<file path="config.mk">
export PLATFORM = sky130hd
export DESIGN_NAME = frfl_useq
export DESIGN_NICKNAME = d
export VERILOG_FILES = /design/src/hdl/fixed_region_free_list_allocator_top_assert.svh /design/src/hdl/frfl_pkg.sv /design/src/hdl/frfl_useq.sv
export SDC_FILE = /design/constraint.sdc
export NUM_CORES = 1
export LEC_CHECK = 0
export ABC_AREA = 1
export BUFFER_PORTS_ARGS = -buffer_cell sky130_fd_sc_hd__buf_2
export CORE_AREA = 2 2 39 41
export CTS_CLUSTER_SIZE = 20
export DETAILED_ROUTE_END_ITERATION = 8
export DIE_AREA = 0 0 41 43
export GPL_ROUTABILITY_DRIVEN = 0
export PLACE_DENSITY = 0.75
export RECOVER_POWER = 100
export SLEW_MARGIN = 0
export SYNTH_ARGS = -nofsm -noshare
export SYNTH_HDL_FRONTEND = slang
export SYNTH_SLANG_ARGS = --single-unit
</file>
<file path="constraint.sdc">
create_clock -name clock -period 2.1 [get_ports clock]
set_input_delay 0.21 -clock clock [delete_from_list [all_inputs] [get_ports clock]]
set_output_delay 0.21 -clock clock [all_outputs]
set_load 0.01 [all_outputs]
</file>
<file path="src/hdl/fixed_region_free_list_allocator_top_assert.svh">
// Assertion macros shared by the allocator RTL.
`ifndef FIXED_REGION_FREE_LIST_ALLOCATOR_TOP_ASSERT_SVH
`define FIXED_REGION_FREE_LIST_ALLOCATOR_TOP_ASSERT_SVH

// Same-cycle implication, checked on every rising clock edge outside reset.
`define FRFL_ASSERT_NOW(lbl, clk, rst, ante, cons, msg) \
   lbl: assert property (@(posedge clk) disable iff (rst) (ante) |-> (cons)) \
      else $error(msg);

// Next-cycle implication, checked on every rising clock edge outside reset.
`define FRFL_ASSERT_NEXT(lbl, clk, rst, ante, cons, msg) \
   lbl: assert property (@(posedge clk) disable iff (rst) (ante) |=> (cons)) \
      else $error(msg);

`endif

</file>
<file path="src/hdl/frfl_pkg.sv">
// Types, constants and microcode program of the free-list block allocator.
package frfl_pkg;

   // Sizing
   localparam int STACK_DEPTH  = 1024;
   localparam int PAGE_BYTES   = 4096;
   localparam int MIN_REGION   = 16;
   localparam int REGION_ALIGN = 16;
   localparam int ADDR_BITS    = 48;
   localparam int TOTAL_LIMIT  = 1048576;
   localparam int CSR_RESET    = 16;

   localparam int IDX_W = $clog2(STACK_DEPTH);
   localparam int CNT_W = $clog2(STACK_DEPTH + 1);
   localparam int BS_W  = 17;
   localparam int LIM_W = BS_W + 1;
   localparam int TOT_W = 21;

   typedef enum logic [1:0] {
      ST_OK        = 2'd0,
      ST_TOO_LARGE = 2'd1,
      ST_NO_MEMORY = 2'd2,
      ST_FULL      = 2'd3
   } status_type;

   // Request and response beats
   typedef struct packed {
      logic                 op;
      logic [15:0]          request_size;
      logic [ADDR_BITS-1:0] address;
      logic                 page_valid;
      logic [ADDR_BITS-1:0] page_base;
   } req_type;

   typedef struct packed {
      logic [ADDR_BITS-1:0] block_address;
      status_type           status;
      logic                 page_consumed;
      logic [15:0]          block_size;
      logic [10:0]          free_blocks;
      logic [TOT_W-1:0]     total_blocks;
   } rsp_type;

   localparam logic OP_ALLOC = 1'b0;
   localparam logic OP_FREE  = 1'b1;

   // Microcode
   localparam int STEP_W = 4;
   typedef logic [STEP_W-1:0] step_type;

   localparam step_type S_IDLE      = 4'd0;
   localparam step_type S_DISPATCH  = 4'd1;
   localparam step_type S_PUSH      = 4'd2;
   localparam step_type S_POP       = 4'd3;
   localparam step_type S_POP_RESP  = 4'd4;
   localparam step_type S_CARVE     = 4'd5;
   localparam step_type S_CARVE_END = 4'd6;
   localparam step_type S_FULL      = 4'd7;
   localparam step_type S_BIG       = 4'd8;
   localparam step_type S_NOMEM     = 4'd9;

   typedef enum logic [2:0] {
      SEQ_NEXT     = 3'd0,
      SEQ_JUMP     = 3'd1,
      SEQ_WAIT     = 3'd2,
      SEQ_DISPATCH = 3'd3,
      SEQ_LOOP     = 3'd4
   } seq_type;

   typedef enum logic [2:0] {
      DP_NONE      = 3'd0,
      DP_INIT      = 3'd1,
      DP_PUSH      = 3'd2,
      DP_POP       = 3'd3,
      DP_CARVE     = 3'd4,
      DP_CARVE_END = 3'd5
   } dp_type;

   typedef enum logic [1:0] {
      RSRC_ZERO = 2'd0,
      RSRC_MEM  = 2'd1,
      RSRC_LAST = 2'd2
   } src_type;

   typedef struct packed {
      seq_type    seq;
      step_type   target;
      dp_type     dp;
      logic       resp;
      status_type status;
      src_type    src;
   } ctrl_type;

   // Datapath conditions seen by the sequencer
   typedef struct packed {
      logic is_free;
      logic list_full;
      logic too_large;
      logic list_empty;
      logic page_ok;
      logic carve_last;
   } cond_type;

   // Control store
   function automatic ctrl_type ucode_word(input step_type step);
      ctrl_type w;
      w = '{seq: SEQ_JUMP, target: S_IDLE, dp: DP_NONE, resp: 1'b0,
            status: ST_OK, src: RSRC_ZERO};
      unique case (step)
         S_IDLE: begin
            w.seq    = SEQ_WAIT;
            w.target = S_DISPATCH;
         end
         S_DISPATCH: begin
            w.seq = SEQ_DISPATCH;
            w.dp  = DP_INIT;
         end
         S_PUSH: begin
            w.dp   = DP_PUSH;
            w.resp = 1'b1;
         end
         S_POP: begin
            w.seq = SEQ_NEXT;
            w.dp  = DP_POP;
         end
         S_POP_RESP: begin
            w.resp = 1'b1;
            w.src  = RSRC_MEM;
         end
         S_CARVE: begin
            w.seq    = SEQ_LOOP;
            w.target = S_CARVE_END;
            w.dp     = DP_CARVE;
         end
         S_CARVE_END: begin
            w.dp   = DP_CARVE_END;
            w.resp = 1'b1;
            w.src  = RSRC_LAST;
         end
         S_FULL: begin
            w.resp   = 1'b1;
            w.status = ST_FULL;
         end
         S_BIG: begin
            w.resp   = 1'b1;
            w.status = ST_TOO_LARGE;
         end
         S_NOMEM: begin
            w.resp   = 1'b1;
            w.status = ST_NO_MEMORY;
         end
         default: begin
            w.seq    = SEQ_JUMP;
            w.target = S_IDLE;
         end
      endcase
      return w;
   endfunction

   // Requested size raised to the minimum and rounded up to the alignment
   function automatic logic [BS_W-1:0] eff_size(input logic [15:0] req);
      logic [BS_W-1:0] s;
      logic [BS_W-1:0] q;
      s = (req < 16'(MIN_REGION)) ? BS_W'(MIN_REGION) : BS_W'(req);
      q = BS_W'((s + BS_W'(REGION_ALIGN - 1)) / REGION_ALIGN);
      return BS_W'(q * REGION_ALIGN);
   endfunction

   localparam logic [BS_W-1:0] BS_RESET = eff_size(16'(CSR_RESET));

endpackage

</file>
<file path="src/hdl/frfl_useq.sv">
// Microcode sequencer: step counter, control store and jump logic.
module frfl_useq
   import frfl_pkg::*;
(
   input  logic     clock,
   input  logic     reset,
   input  logic     start,
   input  cond_type cond,
   output ctrl_type ctrl,
   output logic     busy
);

   step_type step_ff;
   step_type step_in;
   step_type disp_step;

   // Control word of the current step
   assign ctrl = ucode_word(step_ff);
   assign busy = (step_ff != S_IDLE);

   // Multiway branch on the request class
   always_comb begin
      if (cond.is_free) begin
         disp_step = cond.list_full ? S_FULL : S_PUSH;
      end else if (cond.too_large) begin
         disp_step = S_BIG;
      end else if (!cond.list_empty) begin
         disp_step = S_POP;
      end else if (cond.page_ok) begin
         disp_step = S_CARVE;
      end else begin
         disp_step = S_NOMEM;
      end
   end

   // Next step
   always_comb begin
      unique case (ctrl.seq)
         SEQ_NEXT:     step_in = step_ff + step_type'(1);
         SEQ_JUMP:     step_in = ctrl.target;
         SEQ_WAIT:     step_in = start ? ctrl.target : step_ff;
         SEQ_DISPATCH: step_in = disp_step;
         SEQ_LOOP:     step_in = cond.carve_last ? ctrl.target : step_ff;
         default:      step_in = S_IDLE;
      endcase
   end

   always_ff @(posedge clock) begin
      if (reset) begin
         step_ff <= S_IDLE;
      end else begin
         step_ff <= step_in;
      end
   end

endmodule

</file>
# Word-level counts from Yosys, hierarchy flattened
# Index checks and enable logic that the tools add are counted.
# word_totals
ff_bits	4
in_bits	9
out_inout_bits	16
word_cells	36
# op_classes
addsub	1
n_eq_ne	15
n_mux	14
n_reduce_logical	5
# op_table
cell	n
$mux 4	6
$pmux 4 s5	1
$eq 4x3->1 const B	4
$pmux 3 s5	1
$pmux 3 s4	1
$eq 4x2->1 const B	2
$eq 4x4->1 const B	2
$eq 3x2->1 const B	2
$pmux 2 s3	1
$pmux 3 s2	1
$reduce_or 6->1	1
$add 4x1->4 const B	1
$eq 4x1->1 const B	1
$logic_not 4->1	1
$ne 2x2->1 const B	2
$pmux 2 s2	1
$reduce_bool 4->1	1
$eq 3x1->1 const B	1
$eq 3x3->1 const B	1
$logic_not 3->1	1
$mux 3	1
$reduce_and 2->1	1
$mux 1	1

# Longest topological paths before layout
# Gate-level depths: netlist of the first run.
# logic_depth
word_depth	5
mapped_depth	8
ltp_nobuf	8

# Least setup slack after synthesis of the first run
# OpenSTA, ideal clock, no wires.
# synth_timing
kind	flip-flop to output port
from	register step_ff[0]
to	output port ctrl[4] in the netlist's numbering
arrival_ns	1.183
required_ns	1.890
path_slack_ns	0.707
path_stages_with_launch	7
path_buffers	0
cell_sequence	dfxtp_1 -> inv_1 -> ha_1 -> inv_1 -> nor3_1 -> nor3_1 -> nand3_1
# synth_rtl
item	line	source
start, declared	frfl_useq.sv:13	step_type step_ff;
start signal, assigned	frfl_useq.sv:52	step_ff <= step_in;
end, declared	frfl_useq.sv:9	output ctrl_type ctrl,

==> results of run 1 <==
## worst max-delay path by stage
| stage | startpoint | endpoint | slack (ps) | cells after the start |
|---|---|---|---|---|
| 2_1_floorplan | step_ff[0] | ctrl[4] | 710 | 6 |
| 3_3_place_gp | step_ff[0] | ctrl[4] | 670 | 7 |
| 3_5_place_dp | step_ff[0] | ctrl[4] | 640 | 7 |
| 4_1_cts | step_ff[0] | ctrl[4] | 390 | 7 |
| 5_1_grt | step_ff[1] | ctrl[12] | 150 | 7 |
| 6_report | step_ff[1] | ctrl[12] | 350 | 7 |
## cells by family after synthesis
family | share of synthesized area (%)
flip-flops | 17.7
AO/OA/AOI/OAI | 4.99
adder cells (fa/ha/maj) | 11.1
other | 0.830
AND/OR/NAND/NOR | 47.1
buffers and inverters | 18.3
## area by class of cell
cell class	count	area (µm²)	area share (%)
timing repair buffer	23	96.3	16.8
multi-input combinational	58	287	50.0
clock buffer	3	22.5	3.93
sequential	4	80.1	14.0
inverter	18	67.6	11.8
tap	16	20.0	3.49
## synth_stat cells, drive strengths merged
master / instances / area (µm²)
nor2: 11 / 48.8
o21bai: 1 / 7.51
ha: 4 / 50.1
dfxtp: 4 / 80.1
inv: 18 / 67.6
nor3: 3 / 15.0
nand2: 23 / 86.3
nand4: 2 / 12.5
buf: 2 / 15.0
o21ai: 3 / 15.0
conb: 1 / 3.75
nand3: 10 / 50.1
## where the power goes
part           internal, µW  switching (µW)
Sequential             96.5            19.9
Clock                  63.6            26.9
Combinational           151             278
## metal layers
| layer | GRT usage (%) | vias up |
|---|---|---|
| li1 | - | 295 |
| met1 | 16.0 | 236 |
| met2 | 22.8 | 21 |
| met3 | 3.14 | 0 |
| met4 | 8.00 | 0 |
| met5 | 0 | - |
## critical path: stages, from the launching register on
cell	delay, ps
dfxtp_1	320
inv_1	90
ha_1	200
inv_1	90
nor2_1	260
inv_1	100
o21ai_1	80
clkbuf_1	170
## cells in the final DEF (no fill, tap or decap), drive strengths merged
cell type and count:
nor2 11, o21bai 1, buf 8, nor3 3
ha 4, nand3 10, nand2 23, inv 18
nand4 2, o21ai 3, dfxtp 4, conb 1
clkbuf 18
## stage by stage
stage / utilization, % / cell area, µm²
after global routing: 41.4 / 573
after floorplan: - / 452
after CTS: 42.9 / 594
after detailed placement: 41.3 / 572
after global placement: 41.3 / 572
final: 41.4 / 573
==> results.py, run 1 <==
metrics = {
    "run_status": {
        "status": "completed",
    },
    "route": {
        "wl_met2_um": 466,
        "dr.pass1.iters": 6,
        "vias": 552,
        "post_drt_wl_per_cell_um": 8.35,
        "vias_per_cell": 4.52,
        "drtIter0Drc": 4,
        "antenna_left": 0,
        "wl_mm": 1.02,
        "dr_wl_met3_um": 80,
        "drc": 0,
        "drt-met1-wl_um": 472,
        "dr.max_layer_used": "met3",
    },
    "critical_path": {
        "reg2reg_from": "step_ff[1]",
        "ff2ff_setup_slack_ps": 780,
        "cp.required_ps": 1890,
        "reg2regPathDepth": 8,
        "cp.arrival_ps": 1540,
        "endpoint_kind": "output pin",
        "start_kind": "flop",
        "crit_type": "reg -> out",
        "rr_endpoint": "step_ff[0]",
        "cp_max_fo": 6,
    },
    "logic_synthesis": {
        "synth_seq_cells": 4,
        "seq_area_frac_synth_pct": 17.7,
        "synthCells": 82,
        "yosysWarnings": 0,
        "synth_nets": 95,
        "ys_types": 15,
        "synthesis.area_um2": 452,
        "avgSynthCellArea_um2": 5.51,
    },
    "floorplanning": {
        "die_w_um": 41,
        "die-area_um2": 1760,
        "initial_core_util_pct": 32.6,
        "fp.coreArea_um2": 1380,
        "rows": 14,
        "die_h_um": 43,
        "io_pins": 25,
    },
    "grt": {
        "grt_pass1_wl_mm": 1.74,
        "grtUsageTotal_pct": 14.1,
        "grt_max_degree": 7,
        "grt_pass1_vias": 458,
        "antenna_found_initial": 0,
        "overflow": 0,
    },
    "final_layout": {
        "regMostFlops": "step_ff",
        "largest_registers": "step_ff: 4 flops",
        "stdcell_count": 122,
        "largest_reg_flops": 4,
        "drive_gt1_share_pct": 13.2,
        "layout.nets": 121,
        "diodes": 0,
        "area_growth_pct": 26.9,
        "fill_cells": 166,
    },
    "place": {
        "dp_hpwl_um": 871,
        "numPortBuffers": 23,
        "dp_slack_ps": 642,
        "post-place-cells": 119,
    },
    "power_and_ir_drop": {
        "p_per_area_nw_per_um2": 1110,
        "peakVddDrop_uv": 483,
        "cellLeakagePower_uw": 0.000371,
        "design_power_total_uw": 637,
    },
    "hold_path": {
        "holdCritStartpoint": "reset",
        "hold_depth": 2,
        "hold_class": "in -> reg",
        "hold_end": "step_ff[3]",
    },
    "timing": {
        "setup_viol": 0,
        "finalCriticalPeriod_ps": 1750,
        "timing.final.ws_setup_ps": 350,
        "clock_skew_ps": 2.08,
        "setup-tns-final_ps": 0,
        "finalHoldViolCount": 0,
        "slew_violations": 0,
        "hold_slack_ps": 163,
        "fmax_ghz": 0.571,
        "rsz0062_at_grt": "no",
        "finalCritPeriodShare_pct": 83.3,
    },
    "clocking": {
        "cts.sinks": 4,
        "htreeDepth": 1,
        "cts_setup_buffers": 0,
        "cts-root-buf": "clkbuf_4",
        "cts_max_path_buffers": 2,
        "holdBufCountCts": 0,
        "clock_latency_ps": 230,
        "numCtsBuffers": 3,
        "cts.clk_slew.worst_paths_ps": 40,
        "cts_tree": "done",
        "cts_resized": 0,
    },
    "job": {
        "cap_violations": 0,
    },
}
(Power assumes the default switching activity.)
==> run 2, diff against run 1 <==
--- a/config.mk
+++ b/config.mk
@@ -5,14 +5,14 @@
 export SDC_FILE = /design/constraint.sdc
 export NUM_CORES = 1
 export LEC_CHECK = 0
-export ABC_AREA = 1
+export ABC_AREA = 0
 export BUFFER_PORTS_ARGS = -buffer_cell sky130_fd_sc_hd__buf_2
 export CORE_AREA = 2 2 39 41
 export CTS_CLUSTER_SIZE = 20
 export DETAILED_ROUTE_END_ITERATION = 8
 export DIE_AREA = 0 0 41 43
 export GPL_ROUTABILITY_DRIVEN = 0
-export PLACE_DENSITY = 0.75
+export PLACE_DENSITY = 0.79
 export RECOVER_POWER = 100
 export SLEW_MARGIN = 0
 export SYNTH_ARGS = -nofsm -noshare
==> constraint.sdc (replaced) <==
create_clock -name clock -period 1.7 [get_ports clock]
set_input_delay 0.17 -clock clock [delete_from_list [all_inputs] [get_ports clock]]
set_output_delay 0.17 -clock clock [all_outputs]
set_load 0.01 [all_outputs]
==> results.py, run 2 <==
metrics = {
    "final_layout": {
        "area_growth_pct": 55.5,
        "final_cell_mix": "21 x buf_2, 8 x buf_4, 6 x nand2_1, 4 x nor2_1, 4 x buf_6",
        "final_common_cell": "buf_2",
        "regMostFlops": "step_ff",
        "stdcell_count": 116,
        "diodes": 0,
        "largest_reg_flops": 4,
        "drive_gt1_share_pct": 49.0,
        "largest_registers": "step_ff: 4 flops",
        "layout.nets": 115,
    },
    "clocking": {
        "holdBufCountCts": 0,
        "cts-root-buf": "clkbuf_4",
        "numCtsBuffers": 3,
        "cts.sinks": 4,
        "htreeDepth": 1,
        "cts_max_path_buffers": 2,
        "cts.clk_slew.worst_paths_ps": 40,
        "clock_latency_ps": 230,
        "cts_tree": "done",
    },
    "place": {
        "dp_hpwl_mm": 1.06,
        "post-place-cells": 110,
        "dp_slack_ps": -30.2,
        "numPortBuffers": 23,
    },
    "route": {
        "antenna_left": 0,
        "post_drt_wl_per_cell_um": 12.7,
        "vias": 613,
        "wl_mm": 1.47,
        "dr.pass1.iters": 2,
        "vias_per_cell": 5.28,
        "drc": 0,
        "drtIter0Drc": 3,
    },
    "critical_path": {
        "startpoint": "step_ff[1]",
        "critical_path.max_stage_delay_ps": 330,
        "start_kind": "flop",
        "reg2reg_from": "step_ff[1]",
        "slowest_stage": "dfxtp_2",
        "cpLargestDelayFamily": "compound AO/OA/AOI/OAI gates",
        "worstPathCellList": "buf_4 -> ha_2 -> o21a_1 -> o31a_1 -> buf_2",
        "reg2regPathDepth": 5,
        "cp_max_fo": 8,
        "cp.depth": 5,
        "cp_num_buf_inv": 2,
        "crit_type": "reg -> out",
        "endpoint_kind": "output pin",
        "cp.required_ps": 1530,
        "cp.arrival_ps": 1480,
    },
    "grt": {
        "grt_pass1_vias": 548,
        "grtUsageTotal_pct": 18.4,
        "overflow": 0,
        "grtUsageMet3_pct": 4.71,
        "use_met2_pct": 28.4,
        "grt_pass1_wl_mm": 2.22,
        "top_usage_layer": "met2",
        "grt_max_degree": 15,
        "gr-usage-met1_pct": 22.8,
        "antenna_found_initial": 0,
    },
    "logic_synthesis": {
        "synth_seq_cells": 4,
        "synthCells": 69,
        "seq_area_frac_synth_pct": 16.0,
        "yosysTopAreaCellShare_pct": 16.0,
        "synth-edff-count": 0,
        "async_flop_share_pct": 0,
        "synthesis.area_um2": 500,
        "synth.top_cells.by_count": "6 x nand2_1, 6 x nor2_1",
        "synth_nets": 82,
        "synthFlopType": "dfxtp_1",
        "avgSynthCellArea_um2": 7.25,
        "ys_types": 31,
        "synth_area_leader_cell": "dfxtp_1",
        "yosysWarnings": 0,
        "synthTopCellsByArea": "dfxtp_1 16%, ha_1 10%, a21o_1 4.5%",
    },
    "floorplanning": {
        "fp.coreArea_um2": 1380,
        "die_h_um": 43,
        "initial_core_util_pct": 36.2,
        "die_w_um": 41,
        "die-area_um2": 1760,
        "rows": 14,
        "io_pins": 25,
    },
    "timing": {
        "hold_slack_ps": 153,
        "setup_viol": 0,
        "slew_violations": 0,
        "finalCriticalPeriod_ps": 1650,
        "finalHoldViolCount": 0,
        "timing.final.ws_setup_ps": 50.8,
        "setup-tns-final_ps": 0,
        "finalCritPeriodShare_pct": 97.0,
        "rsz0062_at_grt": "yes",
        "clock_skew_ps": 5.39,
        "fmax_ghz": 0.606,
    },
    "power_and_ir_drop": {
        "p_switching_uw": 509,
        "cellLeakagePower_uw": 0.000389,
        "power_frac_clock_pct": 9.8,
        "sw_frac_of_total_pct": 43.5,
        "p_seq_share_pct": 14.4,
        "combPwrFrac_pct": 75.8,
        "p_per_area_nw_per_um2": 1500,
        "peakVddDrop_uv": 685,
        "design_power_total_uw": 1170,
        "p_int_uw": 661,
    },
    "hold_path": {
        "hold_class": "in -> reg",
        "holdCritStartpoint": "reset",
        "hold_depth": 2,
    },
    "run_status": {
        "status": "completed",
    },
    "job": {
        "cap_violations": 0,
    },
}
run 2: cell count changes in the layout (fill, tap and decap cells not counted), sizes merged, moves of 3 or more:
cell	delta
a21o	+3
and2	+3
buf	+25
clkbuf	-14
inv	-14
nand2	-17
nand3	-10
nand3b	+3
nor2	-5
run 2: cell type report:
class	count	area (µm²)
clock buffer	3	22.5
sequential	4	85.1
fill	141	606
tap	16	20.0
multi-input combinational	55	417
timing repair buffer	34	214
inverter	4	20.0
run 2: stage by stage:
stage                     util, %  cell area (µm²)
after floorplan                 -              500
after global placement       48.1              666
after detailed placement     48.1              666
after CTS                    52.8              731
after global routing         56.2              778
final                        56.2              778
run 2: logic make-up (layout without fill, tap and decap cells):
kind of cell | count (synthesis) | after routing | synth area share, %
AOI/OAI and AO/OA | 19 | 19 | 28.2
adders and majority gates | 4 | 4 | 10.0
buffers and inverters | 10 | 41 | 9.00
DFF | 4 | 4 | 16.0
other | 1 | 1 | 0.749
and+or+nand+nor | 31 | 31 | 36.0
run 2: routing by layer:
| layer | vias up | share of wire, % | wire length (µm) |
|---|---|---|---|
| li1 | 316 | - | - |
| met1 | 275 | 42 | 610 |
| met5 | - | 0 | 0 |
| met2 | 20 | 53 | 774 |
| met4 | 0 | 0.95 | 14 |
| met3 | 2 | 4.8 | 70 |
run 2: worst paths after layout:
| kind | end | slack [ps] |
|---|---|---|
| max | ctrl[4] | 50 |
| min | step_ff[1] | 150 |
| max reg2reg | step_ff[1] | 80 |
| min reg2reg | step_ff[0] | 620 |
run 2: repair_timing:
| item | in CTS | in global routing |
|---|---|---|
| setup endpoints to repair | 4 | 5 |
| resized for setup | 7 | 14 |
| buffers inserted | 3 | 0 |
| pin swaps | 2 | 2 |
run 2: power groups by stage:
stage          Sequential (µW)  Combinational [µW]  Clock, µW
6_report                   168                 887        115
5_1_grt                    173                 969        123
4_1_cts                    145                 783        119
3_5_place_dp               141                 726          0
3_3_place_gp               139                 711          0
2_1_floorplan              140                 442          0
==> run 3, diff against run 2 <==
--- a/config.mk
+++ b/config.mk
@@ -14,6 +14,7 @@
 export GPL_ROUTABILITY_DRIVEN = 0
 export PLACE_DENSITY = 0.79
 export RECOVER_POWER = 100
+export SETUP_SLACK_MARGIN = 0.2
 export SLEW_MARGIN = 0
 export SYNTH_ARGS = -nofsm -noshare
 export SYNTH_HDL_FRONTEND = slang
==> results.py, run 3 (synthesis results as in run 2) <==
metrics = {
    "final_layout": {
        "diodes": 0,
        "fill_cells": 132,
        "final_common_cell": "buf_2",
        "stdcell_count": 117,
        "largest_registers": "step_ff: 4 flops",
        "area_growth_pct": 62.0,
        "final_cell_mix": "16 x buf_2, 8 x buf_4, 6 x nand2_1, 6 x clkbuf_1",
        "drive_gt1_share_pct": 46.5,
        "largest_reg_flops": 4,
        "regMostFlops": "step_ff",
        "layout.nets": 116,
    },
    "critical_path": {
        "reg2reg_from": "step_ff[1]",
        "cp.arrival_ps": 1730,
        "cp_max_fo": 7,
        "crit_type": "reg -> reg",
        "start_kind": "flop",
        "reg2regPathDepth": 5,
        "ff2ff_setup_slack_ps": 100,
        "slowest_stage": "or4b_4",
        "worstPathCellList": "inv_4 -> ha_4 -> or4b_4 -> a21o_1 -> a311oi_1",
        "cp.required_ps": 1830,
        "cpLargestDelayFamily": "simple AND/OR/NAND/NOR gates",
        "endpoint_kind": "flop",
        "rr_endpoint": "step_ff[1]",
        "cp_num_buf_inv": 1,
        "critical_path.max_stage_delay_ps": 500,
    },
    "grt": {
        "antenna_found_initial": 0,
        "overflow": 0,
        "grt_pass1_wl_mm": 2.28,
        "grt_pass1_vias": 541,
        "grt_max_degree": 11,
        "grtUsageTotal_pct": 19.0,
    },
    "hold_path": {
        "hold_class": "in -> reg",
        "hold_depth": 2,
        "holdCritStartpoint": "reset",
        "hold_end": "step_ff[1]",
    },
    "timing": {
        "clock_skew_ps": 1.71,
        "finalCritPeriodShare_pct": 93.9,
        "fmax_ghz": 0.626,
        "slew_violations": 0,
        "rsz0062_at_grt": "yes",
        "timing.final.ws_setup_ps": 104,
        "finalHoldViolCount": 0,
        "setup_viol": 0,
        "finalCriticalPeriod_ps": 1600,
        "setup-tns-final_ps": 0,
    },
    "clocking": {
        "cts_max_path_buffers": 2,
        "numCtsBuffers": 3,
        "cts-root-buf": "clkbuf_4",
        "clock_latency_ps": 230,
        "cts_tree": "done",
        "cts.sinks": 4,
        "htreeDepth": 1,
        "holdBufCountCts": 0,
        "cts.clk_slew.worst_paths_ps": 40,
    },
    "power_and_ir_drop": {
        "sw_frac_of_total_pct": 42.5,
        "peakVddDrop_uv": 698,
        "p_int_uw": 690,
        "p_per_area_nw_per_um2": 1480,
        "p_seq_share_pct": 14.8,
        "cellLeakagePower_uw": 0.000375,
        "power_frac_clock_pct": 9.4,
        "combPwrFrac_pct": 75.8,
        "p_switching_uw": 511,
    },
    "run_status": {
        "status": "completed",
    },
    "job": {
        "cap_violations": 0,
    },
    "route": {
        "vias": 620,
        "drc": 0,
        "wl_mm": 1.44,
        "vias_per_cell": 5.30,
        "drtIter0Drc": 30,
        "dr.pass1.iters": 4,
        "post_drt_wl_per_cell_um": 12.3,
        "antenna_left": 0,
    },
    "floorplanning": {
        "fp.coreArea_um2": 1380,
        "initial_core_util_pct": 36.2,
        "rows": 14,
        "die_w_um": 41,
        "die_h_um": 43,
        "die-area_um2": 1760,
        "io_pins": 25,
    },
    "place": {
        "post-place-cells": 105,
        "dp_hpwl_mm": 1.02,
        "numPortBuffers": 23,
        "dp_slack_ps": 67.2,
    },
}
## run 3: what timing repair did
item / CTS / global route
setup endpoints to repair: 9 / 9
gates resized for setup: 15 / 5
pin swaps: 5 / 3
setup buffers: 9 / 0
## run 3: cell type report
class	count	area [µm²]	share of cell area [%]
Multi-Input combinational cell	55	428	52.8
Tap cell	16	20.0	2.47
Clock buffer	3	22.5	2.78
Timing Repair Buffer	35	228	28.1
Sequential cell	4	92.6	11.4
Inverter	4	20.0	2.47
## run 3: worst register-to-register path: cells and delay by family, from the launching register on
kind | cells | cell delay (ps)
simple gates | 1 | 500
flops | 1 | 370
compound gates | 2 | 400
buf+inv | 1 | 50
fa+ha+maj | 1 | 180
## run 3: worst max-delay path by stage
stage	start	slack (ps)	endpoint	depth (start not counted)
floorplan	step_ff[1]	190	step_ff[1]	5
global placement	step_ff[1]	110	step_ff[1]	5
detailed placement	step_ff[1]	70	step_ff[1]	5
CTS	step_ff[0]	100	step_ff[1]	5
global route	step_ff[0]	50	ctrl[12]	6
finish	step_ff[1]	100	step_ff[1]	5
## run 3: stage by stage
step           cell area, µm²  total power, µW  hold slack [ps]  util [%]
2_1_floorplan             528              639              235         -
3_3_place_gp              656              838              386      47.4
3_5_place_dp              656              856              385      47.4
4_1_cts                   808             1180              135      58.4
5_1_grt                   811             1300              144      58.6
6_report                  811             1200              143      58.6
## run 3: power groups by stage
stage                     combinational (µW)  clock [µW]  sequential (µW)
after floorplan                          484           0              154
after global placement                   676           0              162
after detailed placement                 693           0              163
after CTS                                879         120              177
after global routing                     991         127              183
final                                    910         113              177
## run 3: routing by layer
layer | up-vias | track usage (%) | share of wire (%)
li1 | 316 | - | -
met1 | 274 | 21.9 | 40
met2 | 28 | 32.2 | 53
met3 | 2 | 7.85 | 7.3
met4 | 0 | 2.00 | 0.28
met5 | - | 0 | 0
